===== src/rtl/text_console_char_engine_unit_macros.svh =====
// assertion helpers, expect clk and rst in scope
`ifndef TEXT_CONSOLE_CHAR_ENGINE_UNIT_MACROS_SVH
`define TEXT_CONSOLE_CHAR_ENGINE_UNIT_MACROS_SVH

// same-cycle implication
`define TCCE_ASSERT_IMP(name, ante, cons, msg) \
  name: assert property (@(posedge clk) disable iff (rst) (ante) |-> (cons)) \
    else $error(msg);

// next-cycle implication
`define TCCE_ASSERT_NXT(name, ante, cons, msg) \
  name: assert property (@(posedge clk) disable iff (rst) (ante) |=> (cons)) \
    else $error(msg);

`endif


===== src/rtl/tcce_pkg.sv =====
package tcce_pkg;

  // screen geometry
  localparam int ROWS  = 25;
  localparam int COLS  = 80;
  localparam int CELLS = ROWS * COLS;

  // field widths
  localparam int FUNC_W = 2;
  localparam int CHAR_W = 8;
  localparam int ATTR_W = 8;
  localparam int ROW_W  = 5;
  localparam int COL_W  = 7;
  localparam int ADDR_W = $clog2(CELLS);

  // command codes
  localparam logic [FUNC_W-1:0] FUNC_PUT   = 2'd0;
  localparam logic [FUNC_W-1:0] FUNC_READ  = 2'd1;
  localparam logic [FUNC_W-1:0] FUNC_CLEAR = 2'd2;

  localparam logic [CHAR_W-1:0] SPACE_CODE   = 8'd32;
  localparam logic [CHAR_W-1:0] NEWLINE_CODE = 8'd10;
  localparam logic [ATTR_W-1:0] ATTR_RESET   = 8'h0f;

  // derived addresses and limits
  localparam logic [ADDR_W-1:0] COLS_A        = ADDR_W'(COLS);
  localparam logic [ADDR_W-1:0] LAST_CELL     = ADDR_W'(CELLS - 1);
  localparam logic [ADDR_W-1:0] SHIFT_END     = ADDR_W'(CELLS - COLS);
  localparam logic [ADDR_W-1:0] LAST_ROW_BASE = ADDR_W'((ROWS - 1) * COLS);
  localparam logic [ROW_W-1:0]  ROW_LAST      = ROW_W'(ROWS - 1);
  localparam logic [COL_W-1:0]  COL_LAST      = COL_W'(COLS - 1);

  // memory request from the sequencer
  typedef struct packed {
    logic              char_we;
    logic              attr_we;
    logic [ADDR_W-1:0] waddr;
    logic [CHAR_W-1:0] wchar;
    logic [ATTR_W-1:0] wattr;
    logic [ADDR_W-1:0] raddr;
  } mem_req_t;

  // registered read data
  typedef struct packed {
    logic [CHAR_W-1:0] rchar;
    logic [ATTR_W-1:0] rattr;
  } mem_rsp_t;

endpackage


===== src/rtl/tcce_intf.sv =====
interface tcce_cmd_if;
  logic                        valid;
  logic                        ready;
  logic [tcce_pkg::FUNC_W-1:0] func;
  logic [tcce_pkg::CHAR_W-1:0] char_code;
  logic [tcce_pkg::ROW_W-1:0]  cell_row;
  logic [tcce_pkg::COL_W-1:0]  cell_col;

  modport source (output valid, func, char_code, cell_row, cell_col, input ready);
  modport sink (input valid, func, char_code, cell_row, cell_col, output ready);
endinterface

interface tcce_rsp_if;
  logic                        valid;
  logic                        ready;
  logic [tcce_pkg::ROW_W-1:0]  cursor_row;
  logic [tcce_pkg::COL_W-1:0]  cursor_col;
  logic [tcce_pkg::CHAR_W-1:0] cell_char;
  logic [tcce_pkg::ATTR_W-1:0] cell_attr;
  logic                        scrolled;

  modport source (output valid, cursor_row, cursor_col, cell_char, cell_attr, scrolled,
                  input ready);
  modport sink (input valid, cursor_row, cursor_col, cell_char, cell_attr, scrolled,
                output ready);
endinterface


===== src/rtl/tcce_seq.sv =====
module tcce_seq (
  input  logic                        clk,
  input  logic                        rst,
  input  logic [tcce_pkg::ATTR_W-1:0] text_attribute,
  output tcce_pkg::mem_req_t          mreq,
  input  tcce_pkg::mem_rsp_t          mrsp,
  tcce_cmd_if.sink                    cmd,
  tcce_rsp_if.source                  rsp
);

  localparam logic [2:0] S_INIT   = 3'd0;
  localparam logic [2:0] S_IDLE   = 3'd1;
  localparam logic [2:0] S_EXEC   = 3'd2;
  localparam logic [2:0] S_RDATA  = 3'd3;
  localparam logic [2:0] S_SCROLL = 3'd4;
  localparam logic [2:0] S_CLEAR  = 3'd5;
  localparam logic [2:0] S_DONE   = 3'd6;

  logic [2:0]                  state;
  logic [tcce_pkg::ADDR_W-1:0] ptr;
  logic [tcce_pkg::ROW_W-1:0]  cur_row;
  logic [tcce_pkg::COL_W-1:0]  cur_col;
  logic [tcce_pkg::ADDR_W-1:0] cur_addr;
  logic [tcce_pkg::FUNC_W-1:0] op_func;
  logic [tcce_pkg::CHAR_W-1:0] op_char;
  logic [tcce_pkg::ADDR_W-1:0] rd_addr;
  logic                        rd_ok;
  logic [tcce_pkg::CHAR_W-1:0] res_char;
  logic [tcce_pkg::ATTR_W-1:0] res_attr;
  logic                        res_scr;
  logic                        out_valid;
  logic [tcce_pkg::ROW_W-1:0]  out_row;
  logic [tcce_pkg::COL_W-1:0]  out_col;
  logic [tcce_pkg::CHAR_W-1:0] out_char;
  logic [tcce_pkg::ATTR_W-1:0] out_attr;
  logic                        out_scr;

  logic                        in_range;
  logic [tcce_pkg::ADDR_W-1:0] rd_addr_next;
  logic [tcce_pkg::ADDR_W-1:0] ptr_inc;

  assign in_range = ({1'b0, cmd.cell_row} < (tcce_pkg::ROW_W + 1)'(tcce_pkg::ROWS)) &&
                    ({1'b0, cmd.cell_col} < (tcce_pkg::COL_W + 1)'(tcce_pkg::COLS));
  assign rd_addr_next = tcce_pkg::ADDR_W'(tcce_pkg::ADDR_W'(cmd.cell_row) * tcce_pkg::COLS_A
                        + tcce_pkg::ADDR_W'(cmd.cell_col));
  assign ptr_inc = ptr + tcce_pkg::ADDR_W'(1);

  assign cmd.ready      = (state == S_IDLE);
  assign rsp.valid      = out_valid;
  assign rsp.cursor_row = out_row;
  assign rsp.cursor_col = out_col;
  assign rsp.cell_char  = out_char;
  assign rsp.cell_attr  = out_attr;
  assign rsp.scrolled   = out_scr;

  // memory port control
  always_comb begin
    mreq = '0;
    unique case (state)
      S_INIT: begin
        mreq.char_we = 1'b1;
        mreq.attr_we = 1'b1;
        mreq.waddr   = ptr;
        mreq.wchar   = tcce_pkg::SPACE_CODE;
        mreq.wattr   = '0;
      end
      S_EXEC: begin
        if (op_func == tcce_pkg::FUNC_PUT && op_char != tcce_pkg::NEWLINE_CODE) begin
          mreq.char_we = 1'b1;
          mreq.attr_we = 1'b1;
          mreq.waddr   = cur_addr;
          mreq.wchar   = op_char;
          mreq.wattr   = text_attribute;
        end
        // read cell, or prime the first row copy of a scroll
        mreq.raddr = (op_func == tcce_pkg::FUNC_READ) ? rd_addr : tcce_pkg::COLS_A;
      end
      S_SCROLL: begin
        mreq.waddr = ptr;
        if (ptr < tcce_pkg::SHIFT_END) begin
          mreq.char_we = 1'b1;
          mreq.attr_we = 1'b1;
          mreq.wchar   = mrsp.rchar;
          mreq.wattr   = mrsp.rattr;
        end else begin
          mreq.char_we = 1'b1;
          mreq.wchar   = tcce_pkg::SPACE_CODE;
        end
        // reads run one cell ahead of writes, always above them
        if (ptr_inc < tcce_pkg::SHIFT_END) begin
          mreq.raddr = tcce_pkg::ADDR_W'(ptr_inc + tcce_pkg::COLS_A);
        end
      end
      S_CLEAR: begin
        mreq.char_we = 1'b1;
        mreq.waddr   = ptr;
        mreq.wchar   = tcce_pkg::SPACE_CODE;
      end
      default: begin
        mreq = '0;
      end
    endcase
  end

  always_ff @(posedge clk) begin
    if (rst) begin
      state     <= S_INIT;
      ptr       <= '0;
      cur_row   <= '0;
      cur_col   <= '0;
      cur_addr  <= '0;
      out_valid <= 1'b0;
    end else begin
      // result register drains here unless a new word loads it in the same cycle
      if (out_valid && rsp.ready && state != S_DONE) begin
        out_valid <= 1'b0;
      end
      unique case (state)
        S_INIT: begin
          if (ptr == tcce_pkg::LAST_CELL) begin
            ptr   <= '0;
            state <= S_IDLE;
          end else begin
            ptr <= ptr_inc;
          end
        end
        S_IDLE: begin
          if (cmd.valid) begin
            op_func <= cmd.func;
            op_char <= cmd.char_code;
            rd_ok   <= in_range;
            rd_addr <= in_range ? rd_addr_next : '0;
            state   <= S_EXEC;
          end
        end
        S_EXEC: begin
          res_char <= '0;
          res_attr <= '0;
          res_scr  <= 1'b0;
          ptr      <= '0;
          unique case (op_func)
            tcce_pkg::FUNC_PUT: begin
              if (op_char == tcce_pkg::NEWLINE_CODE) begin
                if (cur_row == tcce_pkg::ROW_LAST) begin
                  state <= S_SCROLL;
                end else begin
                  cur_row  <= cur_row + tcce_pkg::ROW_W'(1);
                  cur_col  <= '0;
                  cur_addr <= tcce_pkg::ADDR_W'(cur_addr - tcce_pkg::ADDR_W'(cur_col)
                              + tcce_pkg::COLS_A);
                  state    <= S_DONE;
                end
              end else if (cur_addr == tcce_pkg::LAST_CELL) begin
                state <= S_SCROLL;
              end else begin
                cur_addr <= cur_addr + tcce_pkg::ADDR_W'(1);
                if (cur_col == tcce_pkg::COL_LAST) begin
                  cur_col <= '0;
                  cur_row <= cur_row + tcce_pkg::ROW_W'(1);
                end else begin
                  cur_col <= cur_col + tcce_pkg::COL_W'(1);
                end
                state <= S_DONE;
              end
            end
            tcce_pkg::FUNC_READ:  state <= S_RDATA;
            tcce_pkg::FUNC_CLEAR: state <= S_CLEAR;
            default:              state <= S_DONE;
          endcase
        end
        S_RDATA: begin
          if (rd_ok) begin
            res_char <= mrsp.rchar;
            res_attr <= mrsp.rattr;
          end
          state <= S_DONE;
        end
        S_SCROLL: begin
          ptr <= ptr_inc;
          if (ptr == tcce_pkg::LAST_CELL) begin
            cur_row  <= tcce_pkg::ROW_LAST;
            cur_col  <= '0;
            cur_addr <= tcce_pkg::LAST_ROW_BASE;
            res_scr  <= 1'b1;
            state    <= S_DONE;
          end
        end
        S_CLEAR: begin
          ptr <= ptr_inc;
          if (ptr == tcce_pkg::LAST_CELL) begin
            cur_row  <= '0;
            cur_col  <= '0;
            cur_addr <= '0;
            state    <= S_DONE;
          end
        end
        S_DONE: begin
          if (!out_valid || rsp.ready) begin
            out_valid <= 1'b1;
            out_row   <= cur_row;
            out_col   <= cur_col;
            out_char  <= res_char;
            out_attr  <= res_attr;
            out_scr   <= res_scr;
            state     <= S_IDLE;
          end
        end
        default: begin
          state <= S_IDLE;
        end
      endcase
    end
  end

endmodule


===== src/flat_wrapper.sv =====
// flat-port wrapper written by rule: the top's interface ports become plain ports
module tcce_seq_flat 
  (clk, rst, text_attribute, mreq, mrsp, cmd_valid, cmd_func, cmd_char_code, cmd_cell_row, cmd_cell_col, cmd_ready, rsp_valid, rsp_cursor_row, rsp_cursor_col, rsp_cell_char, rsp_cell_attr, rsp_scrolled, rsp_ready);
  tcce_cmd_if cmd_i ();
  tcce_rsp_if rsp_i ();
  input  logic clk;
  input  logic rst;
  input  logic [tcce_pkg::ATTR_W-1:0] text_attribute;
  output tcce_pkg::mem_req_t mreq;
  input  tcce_pkg::mem_rsp_t mrsp;
  input wire logic [$bits(cmd_i.valid)-1:0] cmd_valid;
  input wire logic [$bits(cmd_i.func)-1:0] cmd_func;
  input wire logic [$bits(cmd_i.char_code)-1:0] cmd_char_code;
  input wire logic [$bits(cmd_i.cell_row)-1:0] cmd_cell_row;
  input wire logic [$bits(cmd_i.cell_col)-1:0] cmd_cell_col;
  output wire logic [$bits(cmd_i.ready)-1:0] cmd_ready;
  output wire logic [$bits(rsp_i.valid)-1:0] rsp_valid;
  output wire logic [$bits(rsp_i.cursor_row)-1:0] rsp_cursor_row;
  output wire logic [$bits(rsp_i.cursor_col)-1:0] rsp_cursor_col;
  output wire logic [$bits(rsp_i.cell_char)-1:0] rsp_cell_char;
  output wire logic [$bits(rsp_i.cell_attr)-1:0] rsp_cell_attr;
  output wire logic [$bits(rsp_i.scrolled)-1:0] rsp_scrolled;
  input wire logic [$bits(rsp_i.ready)-1:0] rsp_ready;
  assign cmd_i.valid = cmd_valid;
  assign cmd_i.func = cmd_func;
  assign cmd_i.char_code = cmd_char_code;
  assign cmd_i.cell_row = cmd_cell_row;
  assign cmd_i.cell_col = cmd_cell_col;
  assign cmd_ready = cmd_i.ready;
  assign rsp_valid = rsp_i.valid;
  assign rsp_cursor_row = rsp_i.cursor_row;
  assign rsp_cursor_col = rsp_i.cursor_col;
  assign rsp_cell_char = rsp_i.cell_char;
  assign rsp_cell_attr = rsp_i.cell_attr;
  assign rsp_scrolled = rsp_i.scrolled;
  assign rsp_i.ready = rsp_ready;
  tcce_seq u_core (.clk(clk), .rst(rst), .text_attribute(text_attribute), .mreq(mreq), .mrsp(mrsp), .cmd(cmd_i), .rsp(rsp_i));
endmodule

===== config.mk =====
export PLATFORM = sky130hd
export DESIGN_NAME = tcce_seq_flat
export DESIGN_NICKNAME = d
export VERILOG_FILES = /design/src/rtl/text_console_char_engine_unit_macros.svh /design/src/rtl/tcce_pkg.sv /design/src/rtl/tcce_intf.sv /design/src/rtl/tcce_seq.sv /design/src/flat_wrapper.sv
export SDC_FILE = /design/constraint.sdc
export NUM_CORES = 1
export LEC_CHECK = 0
export ABC_CLOCK_PERIOD_IN_PS = 8200
export BUFFER_PORTS_ARGS = -buffer_cell sky130_fd_sc_hd__buf_4
export CORE_MARGIN = 1.5
export CORE_UTILIZATION = 62
export CTS_BUF_LIST = sky130_fd_sc_hd__clkbuf_2 sky130_fd_sc_hd__clkbuf_4 sky130_fd_sc_hd__clkbuf_8
export DETAILED_ROUTE_END_ITERATION = 10
export HOLD_SLACK_MARGIN = 0.06
export PLACE_DENSITY = 0.94
export SLEW_MARGIN = 15
export SYNTH_ARGS = -nofsm -noshare
export SYNTH_HDL_FRONTEND = slang
export SYNTH_SLANG_ARGS = --single-unit
export TNS_END_PERCENT = 50

===== constraint.sdc =====
create_clock -name clk -period 8.2 [get_ports clk]
set_input_delay 1.23 -clock clk [delete_from_list [all_inputs] [get_ports clk]]
set_output_delay 1.23 -clock clk [all_outputs]
set_load 0.02 [all_outputs]

==> impl_metrics.yaml, run 1 <==
pwr:
  irDropWorstVdd_uv: 98.3
  p_leak_uw: 0.00298
  power_uw: 1320
  p_per_area_mw_per_mm2: 177
setup_path:
  crit_fanout: 17
  regToRegEndpoint: "u_core.ptr[7]$_SDFFE_PP0P_"
  worst_setup_path_start_kind: "flop"
  end_kind: "output port"
  r2r_start: "u_core.ptr[0]$_SDFFE_PP0P_"
  slowest_stage: "ha_1"
  path_cells: "ha_1, nand3_1, xnor2_1, ha_1, inv_1, a21oi_1, o21ai_0, a211oi_1, xnor2_1, o21ai_0, buf_4"
  cp.arrival_ns: 3.38
  worstSetupEndpoint: "mreq[8]"
  path_buf_inv: 2
  cp.required_ns: 6.97
  crit_family: "adder cells"
  path_depth: 11
  rr_worst_depth: 7
  critPathLaunch: "u_core.ptr[0]$_SDFFE_PP0P_"
  max_stage_delay_ns: 0.58
  r2r_slack_ns: 5.37
  crit_type: "flop to output port"
grt:
  grt_pass1_wl_mm: 26.3
  gr-usage-all-layers: 0.303
  first_global_vias: 5234
  grt_max_degree: 33
  grt_overflow_total: 0
  antenna_found_initial: 0
timing:
  timing.fmax_ghz: 0.217
  worst_pin_slew_ns: 1.12
  final-setup-viol-count: 0
  maxSlewViolCount: 0
  hold_viol: 0
  period_needed_ns: 4.61
  rsz0062_at_grt: "no"
  fin_setup_tns_ns: 0
  fin_crit_sh: 0.562
  slew-limit-headroom: 0.249
  hold_ws_ns: 0.429
  skew_ns: 0.0139
die:
  dieHeight_microns: 104
  core_sq_mm: 0.00986
  die_w_microns: 104
  design.portCount: 121
  rows: 36
  start_util: 0.645
  die-area_sq_mm: 0.0109
min_path:
  min_path_type: "flop to flop"
  holdPathStages: 0
clocking:
  clkSinkCount: 106
  clock_path_buffers: 2
  cts-buffers-inserted: 9
  cts_setup_buffers: 0
  tritoncts: "done"
  cts.repair.resized: 0
  path_clk_slew_ns: 0.10
  htree_num_levels: 3
  cts-root-buf: "clkbuf_8"
  clk_latency_ns: 0.39
  ctsHoldBuffers: 0
finish:
  stdcell_area_sq_mm: 0.00746
  nNetsFinal: 818
  layout-drive-gt1-share: 0.231
  syn2layout_area_growth_pct: 17.3
  layout_commonest_cell: "buf_4"
  multi_input_area_sq_mm: 0.00324
  layout_common_cells: "buf_4, edfxtp_1, nand2_1"
  register_area_sq_mm: 0.00280
  fillers: 656
  final_util: 0.756
  antenna-diode-count: 0
routing:
  drc: 0
  wl_per_cell_microns: 19.1
  wl_mm: 16.5
  drt-vias-per-instance: 6.34
  drtIter0Drc: 803
  via_count: 5494
  ant_nets: 0
  drtPass1Iterations: 6
yosys:
  synth_top_area_frac: 0.321
  syn_area_per_cell_sq_um: 10.1
  async_flop_share: 0
  syn_inst: 631
  netlist_area_sq_mm: 0.00636
  ys_warn_count: 0
  syn_nets: 721
  synth_seq_cells: 106
  synth_ff_type: "edfxtp_1"
  synth_area_leaders: "edfxtp_1, dfxtp_1, ha_1"
  ys_seq_area_frac: 0.441
  synth_edf_count: 68
  ys_types: 81
  synth_area_leader_cell: "edfxtp_1"
outcome:
  outcome: "finished, final reports clean"
placement:
  gp_congestion: 0.952
  dp_hpwl_mm: 12.4
  io_buffer_count: 120
  place_area_sq_mm: 0.00726
flow_run:
  max-cap-violations: 0
layer usage:
metal,global-route usage,share of wire,wire [microns]
met1,0.381,0.38,6340
met2,0.516,0.50,8260
met3,0.0508,0.083,1370
met4,0.131,0.034,569
met5,0,0,0
flip-flops by register name (all words and copies together) (netlist names), 3 cells and up:
register / flops
u_core.ptr: 11
u_core.cur_col: 7
u_core.res_attr: 8
u_core.op_char: 8
u_core.rsp.cursor_col: 7
u_core.res_char: 8
u_core.rsp.cell_attr: 8
u_core.rd_addr: 11
u_core.rsp.cursor_row: 5
u_core.rsp.cell_char: 8
u_core.state: 3
u_core.cur_addr: 11
u_core.cur_row: 5
report_power, final:
| group | switching (uW) | internal (uW) |
|---|---|---|
| Sequential | 36.9 | 589 |
| Combinational | 228 | 144 |
| Clock | 198 | 121 |
through the flow:
| stage | setup WS [ns] | cells |
|---|---|---|
| after floorplan | 4.37 | 631 |
| final | 3.59 | 866 |
| after global placement | 4.36 | 850 |
| after global routing | 3.46 | 866 |
| after detailed placement | 4.16 | 850 |
| after CTS | 3.70 | 866 |
worst reg2reg max path, cell delays in order, from the launching register on:
cell,delay (ns)
dfxtp_1,0.53
ha_1,0.58
and3_1,0.36
and3_1,0.36
a2bb2oi_2,0.52
nor2b_1,0.11
o21ai_0,0.17
o31ai_1,0.09
cells by family after synthesis:
| kind of cell | Yosys count | share of synthesized area |
|---|---|---|
| compound gates | 164 | 0.190 |
| xor+xnor | 34 | 0.0468 |
| fa+ha+maj | 40 | 0.0823 |
| buf+inv | 74 | 0.0506 |
| flops | 106 | 0.441 |
| mux | 3 | 0.00551 |
| simple gates | 210 | 0.184 |
how the worst min path moves through the flow:
stage / from / end / slack, ns
after detailed placement: u_core.res_attr[7]$_SDFFCE_PN0P_ / u_core.rsp.cell_attr[7]$_DFFE_PP_ / 0.40
after CTS: u_core.res_attr[2]$_SDFFCE_PN0P_ / u_core.rsp.cell_attr[2]$_DFFE_PP_ / 0.43
final: u_core.res_attr[2]$_SDFFCE_PN0P_ / u_core.rsp.cell_attr[2]$_DFFE_PP_ / 0.43
after floorplan: u_core.res_attr[0]$_SDFFCE_PN0P_ / u_core.rsp.cell_attr[0]$_DFFE_PP_ / 0.40
after global routing: u_core.res_attr[7]$_SDFFCE_PN0P_ / u_core.rsp.cell_attr[7]$_DFFE_PP_ / 0.44
after global placement: u_core.res_attr[6]$_SDFFCE_PN0P_ / u_core.rsp.cell_attr[6]$_DFFE_PP_ / 0.40
cell type report:
| type | instances | area share |
|---|---|---|
| inverters | 38 | 0.0191 |
| flip-flops and latches | 106 | 0.376 |
| multi-input cells | 451 | 0.434 |
| well taps | 133 | 0.0223 |
| clock buffers | 10 | 0.0176 |
| clock inverters | 6 | 0.00806 |
| repair buffers | 122 | 0.123 |
cells in the mapped netlist (all sizes together), types with 5 or more instances:
library cell,n
a211oi,5
a21o,7
a21oi,34
a22o,26
a31oi,8
and2,6
and3,30
buf,20
clkbuf,16
dfxtp,38
edfxtp,68
ha,37
inv,37
nand2,50
nand2b,5
nand3,27
nand4,7
nand4b,5
nor2,36
nor2b,5
nor3,18
o21ai,39
o31ai,9
xnor2,27
xor2,7
Power figures use the tool's default switching activity.
==> run 2, diff against run 1 <==
--- a/config.mk
+++ b/config.mk
@@ -5,14 +5,14 @@
 export SDC_FILE = /design/constraint.sdc
 export NUM_CORES = 1
 export LEC_CHECK = 0
-export ABC_CLOCK_PERIOD_IN_PS = 8200
+export ABC_CLOCK_PERIOD_IN_PS = 4800
 export BUFFER_PORTS_ARGS = -buffer_cell sky130_fd_sc_hd__buf_4
 export CORE_MARGIN = 1.5
-export CORE_UTILIZATION = 62
+export CORE_UTILIZATION = 58
 export CTS_BUF_LIST = sky130_fd_sc_hd__clkbuf_2 sky130_fd_sc_hd__clkbuf_4 sky130_fd_sc_hd__clkbuf_8
 export DETAILED_ROUTE_END_ITERATION = 10
 export HOLD_SLACK_MARGIN = 0.06
-export PLACE_DENSITY = 0.94
+export PLACE_DENSITY = 0.89
 export SLEW_MARGIN = 15
 export SYNTH_ARGS = -nofsm -noshare
 export SYNTH_HDL_FRONTEND = slang
==> constraint.sdc (replaced) <==
create_clock -name clk -period 4.8 [get_ports clk]
set_input_delay 0.72 -clock clk [delete_from_list [all_inputs] [get_ports clk]]
set_output_delay 0.72 -clock clk [all_outputs]
set_load 0.02 [all_outputs]
==> run 2 against run 1 <==
Final area increased by 0.29%; flip-flop and latch count unchanged; non-clock buffer count grew 4; clock skew increased by 0.0059 ns; highest routed layer unchanged.
==> impl_metrics.yaml, run 2 (synthesized netlist as in run 1, its figures left out) <==
outcome:
  outcome: "finished, final reports clean"
setup_path:
  crit_fanout: 17
  r2r_slack_ns: 1.95
  regToRegEndpoint: "u_core.ptr[7]$_SDFFE_PP0P_"
  path_cells: "ha_1, nand3_1, xnor2_1, ha_1, inv_1, a21oi_1, o21ai_0, a211oi_1, xnor2_1, o21ai_0, buf_4"
  end_kind: "output port"
  cp.required_ns: 4.08
  r2r_start: "u_core.ptr[0]$_SDFFE_PP0P_"
  crit_type: "flop to output port"
  max_stage_delay_ns: 0.59
  cp.arrival_ns: 3.34
  rr_worst_depth: 7
  slowest_stage: "ha_1"
  worst_setup_path_start_kind: "flop"
min_path:
  holdPathStages: 0
  hold_start: "u_core.res_attr[5]$_SDFFCE_PN0P_"
  min_path_type: "flop to flop"
  min_to: "u_core.rsp.cell_attr[5]$_DFFE_PP_"
timing:
  period_needed_ns: 4.06
  fin_crit_sh: 0.846
  final-setup-viol-count: 0
  timing.fmax_ghz: 0.246
  maxSlewViolCount: 0
  slew-limit-headroom: 0.340
  hold_viol: 0
  skew_ns: 0.0198
  fin_setup_tns_ns: 0
  worst_pin_slew_ns: 0.989
  rsz0062_at_grt: "no"
grt:
  antenna_found_initial: 0
  first_global_vias: 5157
  grt_max_degree: 32
  gr-usage-all-layers: 0.282
  grt_pass1_wl_mm: 25.2
  grt_overflow_total: 0
routing:
  drtPass1Iterations: 5
  drc: 0
  drt-vias-per-instance: 6.33
  ant_nets: 0
  wl_mm: 16.3
  via_count: 5550
  wl_per_cell_microns: 18.6
  drtIter0Drc: 502
pwr:
  internal_power_uw: 1450
  power_uw: 2220
  combPwrFrac: 0.293
  irDropWorstVdd_uv: 162
  p_per_area_mw_per_mm2: 298
  p_seq_frac: 0.476
  p_clk_frac: 0.231
  switching_power_uw: 770
  p_leak_uw: 0.00299
  switching_share: 0.346
die:
  die_w_microns: 108
  dieHeight_microns: 108
  die-area_sq_mm: 0.0116
  design.portCount: 121
  start_util: 0.592
  rows: 38
  core_sq_mm: 0.0107
clocking:
  clkSinkCount: 106
  clk_latency_ns: 0.39
  htree_num_levels: 3
  tritoncts: "done"
  cts-root-buf: "clkbuf_8"
  cts_setup_buffers: 0
  cts-buffers-inserted: 9
  path_clk_slew_ns: 0.10
  ctsHoldBuffers: 0
  cts.repair.resized: 0
  clock_path_buffers: 2
finish:
  reg_top3: "u_core.cur_addr (11), u_core.ptr (11), u_core.rd_addr (11)"
  syn2layout_area_growth_pct: 17.6
  nNetsFinal: 822
  layout_common_cells: "buf_4, edfxtp_1, nand2_1"
  antenna-diode-count: 0
  layout-drive-gt1-share: 0.235
  stdcell_area_sq_mm: 0.00748
  fillers: 804
  layout_commonest_cell: "buf_4"
placement:
  io_buffer_count: 120
  dp_hpwl_mm: 11.9
  gp_congestion: 0.899
  place_area_sq_mm: 0.00730
flow_run:
  max-cap-violations: 0
run 2: changes by cell type in the layout (fill, tap and decap cells not counted), sizes merged:
cell	before	now
clkinvlp	1	2
buf	122	126
clkinv	3	4
inv	40	38
run 2: cell type report:
cell class | instances | area (sq um) | share of cell area
multi-input cells | 451 | 3240 | 0.433
flip-flops and latches | 106 | 2800 | 0.375
repair buffers | 126 | 946 | 0.127
well taps | 140 | 175 | 0.0234
inverters | 38 | 143 | 0.0191
clock buffers | 10 | 131 | 0.0176
clock inverters | 6 | 42.5 | 0.00569
run 2: power groups by stage:
stage               registers [uW]  clock network, uW  logic, uW
floorplan                     1040                  0        452
global placement              1070                  0        627
detailed placement            1080                  0        640
CTS                           1060                513        645
global route                  1070                545        695
finish                        1060                513        652
run 2: worst max path at each step:
stage	startpoint	endpoint	slack [ns]	cells past startpoint
5_1_grt	u_core.ptr[0]$_SDFFE_PP0P_	mreq[8]	0.54	11
3_3_place_gp	u_core.ptr[0]$_SDFFE_PP0P_	mreq[8]	1.35	11
6_report	u_core.ptr[0]$_SDFFE_PP0P_	mreq[8]	0.74	11
4_1_cts	u_core.ptr[0]$_SDFFE_PP0P_	mreq[8]	0.82	11
3_5_place_dp	u_core.ptr[0]$_SDFFE_PP0P_	mreq[8]	1.29	11
2_1_floorplan	u_core.ptr[1]$_SDFFE_PP0P_	mreq[8]	1.48	12
run 2: layer usage:
layer / wire length (microns) / vias to the layer above / global-route usage
met5: 0 / - / 0
met2: 8130 / 314 / 0.486
met3: 1250 / 48 / 0.0551
li1: - / 2547 / -
met1: 6410 / 2641 / 0.348
met4: 484 / 0 / 0.114
run 2: through the flow:
stage	setup slack, ns	util	cells	hold slack (ns)
floorplan	1.48	-	631	0.400
CTS	0.821	0.696	877	0.428
global placement	1.35	0.680	861	0.401
detailed placement	1.29	0.680	861	0.406
global route	0.541	0.696	877	0.436
finish	0.738	0.696	877	0.429
run 2: critical path: cells and delay by family, from the launching register on:
| family | cells | cell delay, ns |
|---|---|---|
| buffers and inverters | 2 | 0.28 |
| XOR/XNOR | 2 | 0.33 |
| flip-flops | 1 | 0.54 |
| AO/OA/AOI/OAI | 4 | 0.74 |
| AND/OR/NAND/NOR | 1 | 0.20 |
| adder cells (fa/ha/maj) | 2 | 0.87 |
==> run 3, diff against run 2 <==
--- a/config.mk
+++ b/config.mk
@@ -5,14 +5,15 @@
 export SDC_FILE = /design/constraint.sdc
 export NUM_CORES = 1
 export LEC_CHECK = 0
-export ABC_CLOCK_PERIOD_IN_PS = 4800
+export ABC_AREA = 1
+export ABC_CLOCK_PERIOD_IN_PS = 3550
 export BUFFER_PORTS_ARGS = -buffer_cell sky130_fd_sc_hd__buf_4
 export CORE_MARGIN = 1.5
-export CORE_UTILIZATION = 58
+export CORE_UTILIZATION = 52
 export CTS_BUF_LIST = sky130_fd_sc_hd__clkbuf_2 sky130_fd_sc_hd__clkbuf_4 sky130_fd_sc_hd__clkbuf_8
 export DETAILED_ROUTE_END_ITERATION = 10
 export HOLD_SLACK_MARGIN = 0.06
-export PLACE_DENSITY = 0.89
+export PLACE_DENSITY = 0.85
 export SLEW_MARGIN = 15
 export SYNTH_ARGS = -nofsm -noshare
 export SYNTH_HDL_FRONTEND = slang
==> constraint.sdc (replaced) <==
create_clock -name clk -period 3.55 [get_ports clk]
set_input_delay 0.5325 -clock clk [delete_from_list [all_inputs] [get_ports clk]]
set_output_delay 0.5325 -clock clk [all_outputs]
set_load 0.02 [all_outputs]
==> run 3 against run 2 <==
Flip-flop and latch count unchanged; clock skew is 0.0076 ns lower; final area rose by 1.3%; via count rose by 3.9%; critical path depth is 1 lower; first-iteration DRC count down 10%; sequential power up 47%; critical path type unchanged; combinational power rose to 2.7 times the previous value; cell count rose by 21%; highest routed layer unchanged.
==> impl_metrics.yaml, run 3 <==
clocking:
  path_clk_slew_ns: 0.10
  ctsHoldBuffers: 0
  clkSinkCount: 106
  cts.repair.resized: 0
  cts-root-buf: "clkbuf_8"
  cts_setup_buffers: 0
  tritoncts: "done"
  clk_latency_ns: 0.37
  cts-buffers-inserted: 9
  htree_num_levels: 3
  clock_path_buffers: 2
routing:
  drtIter0Drc: 452
  drc: 0
  wl_per_cell_microns: 14.5
  via_count: 5764
  ant_nets: 0
  drt-vias-per-instance: 5.42
  wl_mm: 15.4
  drtPass1Iterations: 7
timing:
  worst_pin_slew_ns: 0.814
  timing.fmax_ghz: 0.331
  slew-limit-headroom: 0.455
  fin_crit_sh: 0.850
  final-setup-viol-count: 0
  hold_viol: 0
  maxSlewViolCount: 0
  fin_setup_tns_ns: 0
  period_needed_ns: 3.02
  rsz0062_at_grt: "no"
  skew_ns: 0.0122
  hold_ws_ns: 0.334
  setup_ws_ns: 0.532
yosys:
  syn_area_per_cell_sq_um: 7.99
  synth_area_leaders: "edfxtp_1, dfxtp_1, nand2_1"
  synth_fa_ha_area_frac: 0.0826
  synthMuxAreaShare: 0
  synth_top_family_by_area: "simple AND/OR/NAND/NOR gates"
  async_flop_share: 0
  netlist_area_sq_mm: 0.00633
  synth_seq_cells: 106
  yosys.area_share.simple: 0.256
  yosysMostFrequentCell: "nand2_1"
  syn_nets: 882
  syn_inst: 792
  synth_area_leader_cell: "edfxtp_1"
  synth_ff_type: "edfxtp_1"
  synth_common_cells: "nand2_1, inv_1, nor2_1"
  synth_xor_area_frac: 0.0166
  synth_top_area_frac: 0.323
  ys_warn_count: 0
  ys_types: 43
  ys_seq_area_frac: 0.443
  synth_compound_area_frac: 0.111
  synth_edf_count: 68
finish:
  final_util: 0.633
  layout-drive-gt1-share: 0.182
  stdcell_area_sq_mm: 0.00758
  fillers: 1018
  layout_common_cells: "nand2_1, inv_1, buf_4"
  syn2layout_area_growth_pct: 19.7
  reg_top3: "u_core.cur_addr (11), u_core.ptr (11), u_core.rd_addr (11)"
  antenna-diode-count: 0
  layout_commonest_cell: "nand2_1"
  nNetsFinal: 1002
min_path:
  holdPathStages: 1
  min_path_type: "input pin to flop"
grt:
  grt_overflow_total: 0
  gr-usage-all-layers: 0.246
  first_global_vias: 5411
  grt_pass1_wl_mm: 25.3
  antenna_found_initial: 0
  grt_max_degree: 30
placement:
  io_buffer_count: 120
  dp_slack_ns: 0.919
  place_area_sq_mm: 0.00738
  gp_congestion: 0.895
  dp_hpwl_mm: 11.6
setup_path:
  rr_worst_depth: 15
  path_depth: 10
  max_stage_delay_ns: 0.43
  cp.required_ns: 3.02
  crit_family: "simple AND/OR/NAND/NOR gates"
  path_buf_inv: 1
  crit_type: "flop to output port"
  worst_setup_path_start_kind: "flop"
  path_cells: "ha_1, nand3_2, nor2_2, nand2_1, xor2_1, nor2_4, nand3_1, nand2_2, o21ai_0, buf_4"
  r2r_slack_ns: 1.18
  end_kind: "output port"
  crit_fanout: 7
  cp.arrival_ns: 2.49
  slowest_stage: "dfxtp_1"
outcome:
  outcome: "finished, final reports clean"
pwr:
  p_leak_uw: 0.00342
  internal_power_uw: 2340
  switching_power_uw: 1710
  irDropWorstVdd_uv: 290
  p_seq_frac: 0.385
  p_per_area_mw_per_mm2: 534
  switching_share: 0.423
  p_clk_frac: 0.180
  combPwrFrac: 0.435
die:
  rows: 40
  start_util: 0.529
  dieHeight_microns: 113
  core_sq_mm: 0.0120
  die-area_sq_mm: 0.0128
  die_w_microns: 113
  design.portCount: 121
flow_run:
  max-cap-violations: 0
-- run 3: power by group through the flow --
stage	Combinational, uW	Clock, uW	Sequential [uW]
after detailed placement	1740	0	1580
after global placement	1690	0	1580
after global routing	1940	787	1580
final	1760	730	1560
after CTS	1740	736	1560
after floorplan	1200	0	1570
-- run 3: logic make-up after synthesis --
group                    after synthesis
AND/OR/NAND/NOR                      359
buffers and inverters                149
AO/OA/AOI/OAI                        126
flip-flops                           106
adder cells (fa/ha/maj)               40
XOR/XNOR                              12
-- run 3: path summary, 6_finish.rpt --
| kind | startpoint | endpoint |
|---|---|---|
| max | u_core.ptr[0]$_SDFFE_PP0P_ | mreq[6] |
| max reg2reg | u_core.cur_addr[0]$_SDFFE_PP0P_ | u_core.cur_addr[9]$_SDFFE_PP0P_ |
| min | cmd_char_code[6] | u_core.op_char[6]$_DFFE_PP_ |
| min reg2reg | u_core.res_char[3]$_SDFFCE_PN0P_ | u_core.rsp.cell_char[3]$_DFFE_PP_ |
-- run 3: area by class of cell --
type / instances / area (sq um) / share of cell area
Inverter: 132 / 495 / 0.0654
Sequential cell: 106 / 2800 / 0.370
Timing Repair Buffer: 126 / 946 / 0.125
Clock buffer: 9 / 124 / 0.0163
Clock inverter: 7 / 67.6 / 0.00892
Tap cell: 147 / 184 / 0.0243
Multi-Input combinational cell: 537 / 2960 / 0.390
-- run 3: per-layer routing --
metal | vias up | track usage | share of wire
li1 | 2847 | - | -
met1 | 2644 | 0.317 | 0.42
met2 | 239 | 0.421 | 0.48
met3 | 34 | 0.0423 | 0.076
met4 | 0 | 0.0842 | 0.027
met5 | - | 0 | 0
-- run 3: stage by stage --
| step | power [uW] | cells |
|---|---|---|
| finish | 4050 | 1064 |
| global route | 4310 | 1064 |
| CTS | 4040 | 1064 |
| detailed placement | 3320 | 1048 |
| global placement | 3270 | 1048 |
| floorplan | 2770 | 792 |
